**config.mk**
```make
export PLATFORM = sky130hd
export DESIGN_NAME = rgb_led_chain_frame_encoder
export DESIGN_NICKNAME = d
export VERILOG_FILES = /design/src/rlce_pkg.sv /design/src/rlce_store.sv /design/src/rlce_bitgen.sv /design/src/rlce_packer.sv /design/src/rgb_led_chain_frame_encoder.sv
export SDC_FILE = /design/constraint.sdc
export NUM_CORES = 2
export LEC_CHECK = 0
export BUFFER_PORTS_ARGS = -buffer_cell sky130_fd_sc_hd__buf_2
export CORE_ASPECT_RATIO = 1.1
export CORE_MARGIN = 8
export CORE_UTILIZATION = 60
export DETAILED_ROUTE_END_ITERATION = 8
export GPL_TIMING_DRIVEN = 0
export PLACE_DENSITY = 0.76
export SYNTH_ARGS = -nofsm -noshare
export SYNTH_HDL_FRONTEND = slang
export SYNTH_SLANG_ARGS = --single-unit
```
**constraint.sdc**
```tcl
create_clock -name clk -period 13.5 [get_ports clk]
set_clock_uncertainty 0.05 [all_clocks]
set_input_delay 0.675 -clock clk [delete_from_list [all_inputs] [get_ports clk]]
set_output_delay 0.675 -clock clk [all_outputs]
set_load 0.02 [all_outputs]
```
**src/rlce_pkg.sv**
```systemverilog
// Package for the RGB LED chain frame encoder.
// Holds sizes, command codes and the word types that the modules share.
// No dependencies.
package rlce_pkg;

  localparam int MAX_LEDS     = 128;
  localparam int IDX_W        = (MAX_LEDS > 1) ? $clog2(MAX_LEDS) : 1;
  localparam int CNT_W        = $clog2(MAX_LEDS + 1);
  localparam int COLOUR_W     = 24;
  localparam int CHUNK_W      = 64;
  localparam int CHUNK_CNT_W  = 6;
  localparam int LEAD_W       = 6;
  localparam int LEAD_MIN     = 50;
  localparam int BITS_PER_LED = 25;
  localparam int POS_W        = 5;

  localparam logic [1:0] CMD_SET_ONE = 2'd0;
  localparam logic [1:0] CMD_SET_ALL = 2'd1;
  localparam logic [1:0] CMD_REFRESH = 2'd2;

  typedef struct packed {
    logic [1:0] cmd;
    logic [6:0] led_index;
    logic [7:0] red;
    logic [7:0] green;
    logic [7:0] blue;
  } cmd_word_t;

  typedef struct packed {
    logic [CHUNK_W-1:0] chunk;
    logic [3:0]         byte_count;
    logic               last;
  } result_word_t;

  typedef struct packed {
    logic valid;
    logic value;
    logic fin;
  } stream_bit_t;

endpackage

```
**src/rlce_store.sv**
```systemverilog
// Colour store: one write port, one registered read port.
// Valid bits read back unwritten entries as zero after reset.
// Depends on rlce_pkg.
module rlce_store (
  input  logic                                clk,
  input  logic                                rst,
  input  logic                                we,
  input  logic [rlce_pkg::IDX_W-1:0]          waddr,
  input  logic [rlce_pkg::COLOUR_W-1:0]       wdata,
  input  logic                                re,
  input  logic [rlce_pkg::IDX_W-1:0]          raddr,
  output logic [rlce_pkg::COLOUR_W-1:0]       rdata
);

  logic [rlce_pkg::COLOUR_W-1:0] mem [rlce_pkg::MAX_LEDS];
  logic [rlce_pkg::MAX_LEDS-1:0] valid;
  logic [rlce_pkg::COLOUR_W-1:0] rd_q;
  logic                          rd_valid;

  always_ff @(posedge clk) begin
    if (we) begin
      mem[waddr] <= wdata;
    end
    if (re) begin
      rd_q <= mem[raddr];
    end
  end

  always_ff @(posedge clk) begin
    if (rst) begin
      valid    <= '0;
      rd_valid <= 1'b0;
    end else begin
      if (we) begin
        valid[waddr] <= 1'b1;
      end
      if (re) begin
        rd_valid <= valid[raddr];
      end
    end
  end

  assign rdata = rd_valid ? rd_q : '0;

endmodule

```
**src/rlce_bitgen.sv**
```systemverilog
// Stream bit generator: lead zeros, then per LED a start bit and 24 colour bits.
// Fetches each colour from the store during its start bit. Depends on rlce_pkg.
module rlce_bitgen (
  input  logic                          clk,
  input  logic                          rst,
  input  logic                          go,
  input  logic [rlce_pkg::CNT_W-1:0]    n,
  input  logic [rlce_pkg::LEAD_W-1:0]   lead,
  input  logic [rlce_pkg::COLOUR_W-1:0] rdata,
  output logic                          re,
  output logic [rlce_pkg::IDX_W-1:0]    raddr,
  output rlce_pkg::stream_bit_t         sbit,
  output logic                          active
);

  localparam logic [1:0] ST_IDLE = 2'd0;
  localparam logic [1:0] ST_LEAD = 2'd1;
  localparam logic [1:0] ST_LED  = 2'd2;
  localparam logic [rlce_pkg::POS_W-1:0] POS_LAST =
    rlce_pkg::POS_W'(rlce_pkg::BITS_PER_LED - 1);

  logic [1:0]                     state;
  logic [rlce_pkg::LEAD_W-1:0]    lead_cnt;
  logic [rlce_pkg::CNT_W-1:0]     led;
  logic [rlce_pkg::CNT_W-1:0]     led_next;
  logic [rlce_pkg::CNT_W-1:0]     n_q;
  logic [rlce_pkg::POS_W-1:0]     pos;
  logic [rlce_pkg::COLOUR_W-1:0]  colour_sr;

  assign led_next = rlce_pkg::CNT_W'(led + 1'b1);
  assign active   = (state != ST_IDLE);
  assign re       = (state == ST_LED) && (pos == '0);
  assign raddr    = rlce_pkg::IDX_W'(led);

  always_comb begin
    sbit.valid = 1'b0;
    sbit.value = 1'b0;
    sbit.fin   = 1'b0;
    case (state)
      ST_LEAD: begin
        sbit.valid = 1'b1;
        sbit.fin   = (lead_cnt == '0) && (n_q == '0);
      end
      ST_LED: begin
        sbit.valid = 1'b1;
        if (pos == '0) begin
          sbit.value = 1'b1;
        end else if (pos == rlce_pkg::POS_W'(1)) begin
          sbit.value = rdata[rlce_pkg::COLOUR_W-1];
        end else begin
          sbit.value = colour_sr[rlce_pkg::COLOUR_W-1];
        end
        sbit.fin = (pos == POS_LAST) && (led_next == n_q);
      end
      default: begin
        sbit.valid = 1'b0;
      end
    endcase
  end

  always_ff @(posedge clk) begin
    if (rst) begin
      state <= ST_IDLE;
    end else begin
      case (state)
        ST_IDLE: begin
          if (go) begin
            state <= ST_LEAD;
          end
        end
        ST_LEAD: begin
          if (lead_cnt == '0) begin
            state <= (n_q == '0) ? ST_IDLE : ST_LED;
          end
        end
        ST_LED: begin
          if (sbit.fin) begin
            state <= ST_IDLE;
          end
        end
        default: begin
          state <= ST_IDLE;
        end
      endcase
    end
  end

  always_ff @(posedge clk) begin
    if (state == ST_IDLE) begin
      lead_cnt <= rlce_pkg::LEAD_W'(lead - 1'b1);
      led      <= '0;
      pos      <= '0;
      n_q      <= n;
    end else if (state == ST_LEAD) begin
      lead_cnt <= rlce_pkg::LEAD_W'(lead_cnt - 1'b1);
    end else begin
      if (pos == rlce_pkg::POS_W'(1)) begin
        colour_sr <= {rdata[rlce_pkg::COLOUR_W-2:0], 1'b0};
      end else begin
        colour_sr <= {colour_sr[rlce_pkg::COLOUR_W-2:0], 1'b0};
      end
      if (pos == POS_LAST) begin
        pos <= '0;
        led <= led_next;
      end else begin
        pos <= rlce_pkg::POS_W'(pos + 1'b1);
      end
    end
  end

endmodule

```
**src/rlce_packer.sv**
```systemverilog
// Chunk packer: shifts stream bits into a 64-bit word and emits full chunks.
// Pads the final partial chunk with zeros. Depends on rlce_pkg.
module rlce_packer (
  input  logic                   clk,
  input  logic                   rst,
  input  rlce_pkg::stream_bit_t  sbit,
  output rlce_pkg::result_word_t result,
  output logic                   strobe,
  output logic                   padding
);

  logic [rlce_pkg::CHUNK_W-1:0]     sr;
  logic [rlce_pkg::CHUNK_W-1:0]     sr_next;
  logic [rlce_pkg::CHUNK_CNT_W-1:0] cnt;
  logic [3:0]                       pad_bytes;
  logic                             shift;
  logic                             full;

  assign shift   = sbit.valid || padding;
  assign full    = (cnt == {rlce_pkg::CHUNK_CNT_W{1'b1}});
  assign sr_next = {sr[rlce_pkg::CHUNK_W-2:0], sbit.valid & sbit.value};

  always_ff @(posedge clk) begin
    if (rst) begin
      cnt     <= '0;
      padding <= 1'b0;
      strobe  <= 1'b0;
    end else begin
      strobe <= 1'b0;
      if (shift) begin
        if (full) begin
          strobe  <= 1'b1;
          cnt     <= '0;
          padding <= 1'b0;
        end else begin
          cnt <= rlce_pkg::CHUNK_CNT_W'(cnt + 1'b1);
          if (sbit.valid && sbit.fin) begin
            padding <= 1'b1;
          end
        end
      end
    end
  end

  always_ff @(posedge clk) begin
    if (shift) begin
      sr <= sr_next;
      if (sbit.valid && sbit.fin) begin
        pad_bytes <= 4'(({1'b0, cnt} + 7'd1) >> 3);
      end
      if (full) begin
        result.chunk      <= sr_next;
        result.byte_count <= padding ? pad_bytes : 4'd8;
        result.last       <= padding | (sbit.valid & sbit.fin);
      end
    end
  end

endmodule

```
**src/rgb_led_chain_frame_encoder.sv**
```systemverilog
// RGB LED chain frame encoder: top level.
// Command decode, set-all sweep, store, bit generator and chunk packer.
// Depends on rlce_pkg, rlce_store, rlce_bitgen, rlce_packer.
//
// Usage: a command word is taken at a clock edge with start high and busy low.
// Set-one writes one colour at that edge; busy stays low. Set-all sweeps the
// store one entry per cycle over led_count entries (capped at MAX_LEDS), with
// busy high. Refresh generates the stream one bit per cycle: 50 to 57 lead
// zeros, then 25 bits per LED, and the last partial chunk is padded out bit by
// bit, with busy high until the final chunk is emitted. Each chunk appears on
// result for one cycle with strobe high; last marks the final chunk. The
// receiver cannot stall. led_count is written through cfg_we/cfg_wdata; the
// user must write it only while idle, which the block itself does not enforce.
// Reset clears the colour store to zero and sets led_count to 1.
module rgb_led_chain_frame_encoder (
  input  logic                   clk,
  input  logic                   rst,
  input  logic                   start,
  input  rlce_pkg::cmd_word_t    cmd_word,
  output logic                   busy,
  output rlce_pkg::result_word_t result,
  output logic                   strobe,
  input  logic                   cfg_we,
  input  logic [7:0]             cfg_wdata
);

  logic [7:0]                     led_count;
  logic [rlce_pkg::CNT_W-1:0]     n;
  logic [2:0]                     pad;
  logic [rlce_pkg::LEAD_W-1:0]    lead;
  logic                           accept;
  logic                           sweep_active;
  logic [rlce_pkg::CNT_W-1:0]     sweep_idx;
  logic [rlce_pkg::CNT_W-1:0]     sweep_idx_next;
  logic [rlce_pkg::COLOUR_W-1:0]  colour;
  logic [rlce_pkg::COLOUR_W-1:0]  colour_q;
  logic                           we;
  logic [rlce_pkg::IDX_W-1:0]     waddr;
  logic [rlce_pkg::COLOUR_W-1:0]  wdata;
  logic                           re;
  logic [rlce_pkg::IDX_W-1:0]     raddr;
  logic [rlce_pkg::COLOUR_W-1:0]  rdata;
  rlce_pkg::stream_bit_t          sbit;
  logic                           bg_active;
  logic                           padding;

  always_comb begin
    if (int'(led_count) > rlce_pkg::MAX_LEDS) begin
      n = rlce_pkg::CNT_W'(rlce_pkg::MAX_LEDS);
    end else begin
      n = rlce_pkg::CNT_W'(led_count);
    end
  end

  assign pad    = 3'(3'd6 - 3'(n));
  assign lead   = rlce_pkg::LEAD_W'(rlce_pkg::LEAD_MIN) + rlce_pkg::LEAD_W'(pad);
  assign busy   = bg_active | padding | sweep_active;
  assign accept = start && !busy;
  assign colour = {cmd_word.blue, cmd_word.red, cmd_word.green};
  assign sweep_idx_next = rlce_pkg::CNT_W'(sweep_idx + 1'b1);

  always_ff @(posedge clk) begin
    if (rst) begin
      led_count <= 8'd1;
    end else if (cfg_we) begin
      led_count <= cfg_wdata;
    end
  end

  always_ff @(posedge clk) begin
    if (rst) begin
      sweep_active <= 1'b0;
      sweep_idx    <= '0;
    end else if (sweep_active) begin
      sweep_idx <= sweep_idx_next;
      if (sweep_idx_next == n) begin
        sweep_active <= 1'b0;
      end
    end else if (accept && cmd_word.cmd == rlce_pkg::CMD_SET_ALL && n != '0) begin
      sweep_active <= 1'b1;
      sweep_idx    <= '0;
    end
  end

  always_ff @(posedge clk) begin
    if (accept) begin
      colour_q <= colour;
    end
  end

  always_comb begin
    we    = 1'b0;
    waddr = rlce_pkg::IDX_W'(sweep_idx);
    wdata = colour_q;
    if (sweep_active) begin
      we = 1'b1;
    end else if (accept && cmd_word.cmd == rlce_pkg::CMD_SET_ONE &&
                 int'(cmd_word.led_index) < int'(n)) begin
      we    = 1'b1;
      waddr = rlce_pkg::IDX_W'(cmd_word.led_index);
      wdata = colour;
    end
  end

  rlce_store u_store (
    .clk   (clk),
    .rst   (rst),
    .we    (we),
    .waddr (waddr),
    .wdata (wdata),
    .re    (re),
    .raddr (raddr),
    .rdata (rdata)
  );

  rlce_bitgen u_bitgen (
    .clk    (clk),
    .rst    (rst),
    .go     (accept && cmd_word.cmd == rlce_pkg::CMD_REFRESH),
    .n      (n),
    .lead   (lead),
    .rdata  (rdata),
    .re     (re),
    .raddr  (raddr),
    .sbit   (sbit),
    .active (bg_active)
  );

  rlce_packer u_packer (
    .clk     (clk),
    .rst     (rst),
    .sbit    (sbit),
    .result  (result),
    .strobe  (strobe),
    .padding (padding)
  );

endmodule

```
==> flow_summary.toml <==
[outcome]
outcome = "complete, but fails checks"
violations = "max-capacitance violations, max-slew violations"

[floorplanning]
die-height_um = 510
rows = 181
ios = 116
die_x_um = 465
die_area_um2 = 237000
fp.coreArea_um2 = 221000
start_util = 0.602

[yosys]
async_reset_ff_frac = 0
synth.ff_latch_count = 3462
synth_seq_area_share = 0.769
syn_area_per_cell_um2 = 22.3
syn_inst = 5962
yosys_most_used_dff = "edfxtp_1"
synth_edf_count = 3293
ys_warn_count = 0
netlist_area_um2 = 133000
synth_nets = 6025
synth.distinct_cells = 64

[power]
power.density_nw_per_um2 = 149
clkPwrFrac = 0.410
seq_power_share = 0.547
p_sw_frac = 0.214
p_comb_frac = 0.044
leakage_nw = 45.8
power_mw = 22.5
p_sw_mw = 4.83
internal_power_mw = 17.7
vdd_ir_drop_max_uv = 163

[timing]
finalSetupViolCount = 0
finalSetupTns_ns = 0
maxSlewViolCount = 12
max_slew_margin = -0.0173
finalHoldViolations = 0
tightest_slew_ns = 1.53
layout_min_cycle_time_ns = 6.56
rsz0062_at_grt = "no"
finalCritPeriodShare = 0.486
clock.fmax_mhz = 152

[global_route]
grt_pass1_vias = 67900
antenna_found_initial = 23
grt_pass1_wl_mm = 504
overflow = 0
grt_max_degree = 129
grt_use_total = 0.302

[routing]
vias_per_cell = 6.88
drt-total-wl_mm = 360
met3_length_mm = 42.3
first_pass_iters = 8
met2_length_mm = 174
drt_iter0_drc = 10200
drc = 0
ant_nets = 0
routed.top_layer = "met5"
wirelength_met1_mm = 122
vias = 67000
routedWlPerCell_um = 37.0

[final_layout]
fin_nets = 6594
layout-drive-gt1-share = 0.291
final_util = 0.684
syn_to_final_growth_pct = 13.6

[critical_path]
critPathRequiredTime_ns = 14.10
worst-path-max-fanout = 25
cp-end-kind = "flip-flop"
reg2reg_depth = 12
crit_type = "flip-flop to flip-flop"
cp.arrival_ns = 7.16
cp-start-kind = "flip-flop"

[clock_network]
root_buffer = "clkbuf_16"
numCtsBuffers = 345
clk_pin_slew_ns = 0.06
htreeDepth = 5
cts_tree = "done"
cts_resized = 0
cts_setup_buffers = 0
clockBufferDepth = 4
clock_latency_ns = 0.97
clkSinkCount = 3462

[job]
cap_violations = 2

[min_path]
holdPathStages = 1
hold_path_class = "input port to flip-flop"

[placement]
place_congestion = 0.943
place_hpwl_mm = 222
port_buffers = 114
==> power groups by stage <==
| stage | sequential (mW) | combinational (mW) | clock (mW) |
|---|---|---|---|
| 6_report | 12.3 | 0.981 | 9.23 |
| 5_1_grt | 12.3 | 1.01 | 9.65 |
| 4_1_cts | 12.3 | 0.963 | 9.28 |
| 3_5_place_dp | 12.5 | 0.951 | 0 |
| 3_3_place_gp | 12.6 | 0.796 | 0 |
| 2_1_floorplan | 12.5 | 0.435 | 0 |
==> sequential cells by signal, indices dropped and copies added (netlist names), 2 cells and up <==
signal	count
led_count	8
u_bitgen.pos	5
sweep_idx	8
u_packer.result	69
u_store.valid	128
colour_q	24
u_store.rd_q	24
u_bitgen.state	2
u_bitgen.led	8
u_bitgen.n_q	8
u_packer.sr	63
u_store.mem	3072
u_packer.cnt	6
u_bitgen.colour_sr	23
u_bitgen.lead_cnt	6
u_packer.pad_bytes	4
==> cells by family after synthesis <==
kind of cell,Yosys count,share of synthesized area
multiplexers,1110,0.175
buffers and inverters,344,0.0119
AND/OR/NAND/NOR,671,0.0233
flip-flops,3462,0.769
adder cells (fa/ha/maj),18,0.00169
AO/OA/AOI/OAI,317,0.0168
XOR/XNOR,40,0.00263
==> critical path: stages (launching register included) <==
cell and delay, ns:
dfxtp_1 0.33, inv_1 0.08, ha_1 0.40, buf_2 0.30
and4bb_2 1.22, nor2b_1 0.27, o21ai_0 0.38, a211oi_2 0.55
a32oi_2 0.42, buf_8 0.32, clkbuf_2 0.59, nor2_2 1.04
buf_6 0.26
==> layer usage <==
| metal | track usage | up-vias |
|---|---|---|
| met1 | 0.381 | 35100 |
| met3 | 0.0864 | 896 |
| li1 | - | 26100 |
| met5 | 0 | - |
| met2 | 0.486 | 4851 |
| met4 | 0.155 | 8 |
==> area by class of cell <==
class | instances | area, um2
Sequential cell | 3462 | 102000
Fill cell | 12900 | 69700
Inverter | 22 | 82.6
Clock buffer | 443 | 9250
Tap cell | 2928 | 3660
Timing Repair Buffer | 222 | 2550
Multi-Input combinational cell | 2156 | 30300
Clock inverter | 164 | 1390
Buffer | 322 | 1510
Antenna cell | 11 | 27.5
==> final timing paths <==
path	slack, ns	startpoint	endpoint
setup / recovery	6.94	u_bitgen.state[0]	u_store.mem[74][11]
hold / removal	0.04	cmd_word[10]	colour_q[2]
setup reg to reg	6.94	u_bitgen.state[0]	u_store.mem[74][11]
hold reg to reg	0.39	u_packer.sr[33]	u_packer.result[39]
==> synthesized netlist by cell type (21+ instances only) <==
cell      instances  area [um2]
edfxtp_1       3293       98900
mux4_2          966       21800
nor2_1          336        1260
dfxtp_1         169        3380
a21oi_1         145         726
clkbuf_1        142         533
nor2b_1         116         726
buf_2           111         556
mux2i_1         110        1100
nand2_1          97         364
o211ai_1         52         390
buf_1            38         143
a22oi_1          31         233
o21ai_0          29         145
nor4_1           27         169
nand3_1          25         125
mux2_2           24         270
xnor2_1          22         193
inv_1            21        78.8
==> cell usage in the layout, fill, tap and decap left out, drive strengths merged, types with 4 or more instances in the layout <==
| master | instances |
|---|---|
| edfxtp | 3293 |
| mux4 | 966 |
| nor2 | 336 |
| a22o | 5 |
| diode | 11 |
| xnor2 | 22 |
| nand3 | 25 |
| buf | 370 |
| o211ai | 52 |
| and2 | 8 |
| a211oi | 6 |
| bufinv | 23 |
| clkinvlp | 10 |
| clkbuf | 587 |
| nor4 | 27 |
| nand2b | 16 |
| dlygate4sd3 | 30 |
| clkinv | 129 |
| mux2i | 120 |
| inv | 24 |
| mux2 | 24 |
| nor2b | 116 |
| ha | 18 |
| nor3 | 20 |
| a221oi | 4 |
| nand2 | 97 |
| a31oi | 23 |
| and3 | 5 |
| a21o | 7 |
| a21oi | 145 |
| o21ai | 29 |
| a22oi | 31 |
| xor2 | 18 |
| dfxtp | 169 |
==> repair_timing <==
item	4_1_cts	5_1_grt
hold buffers	30	0
setup endpoints to repair	0	0
hold endpoints to repair	30	0
==> per-stage QoR <==
step           cell area [um2]  hold WS [ns]  worst slack, ns  instances
3_3_place_gp            137000         0.367             5.56       9004
4_1_cts                 151000       0.00778             7.12       9718
5_1_grt                 151000       0.00941             6.88       9723
2_1_floorplan           133000         0.350             9.08       5962
3_5_place_dp            140000         0.380             7.18       9081
6_report                151000        0.0362             6.94       9730
(Power assumes the default switching activity.)
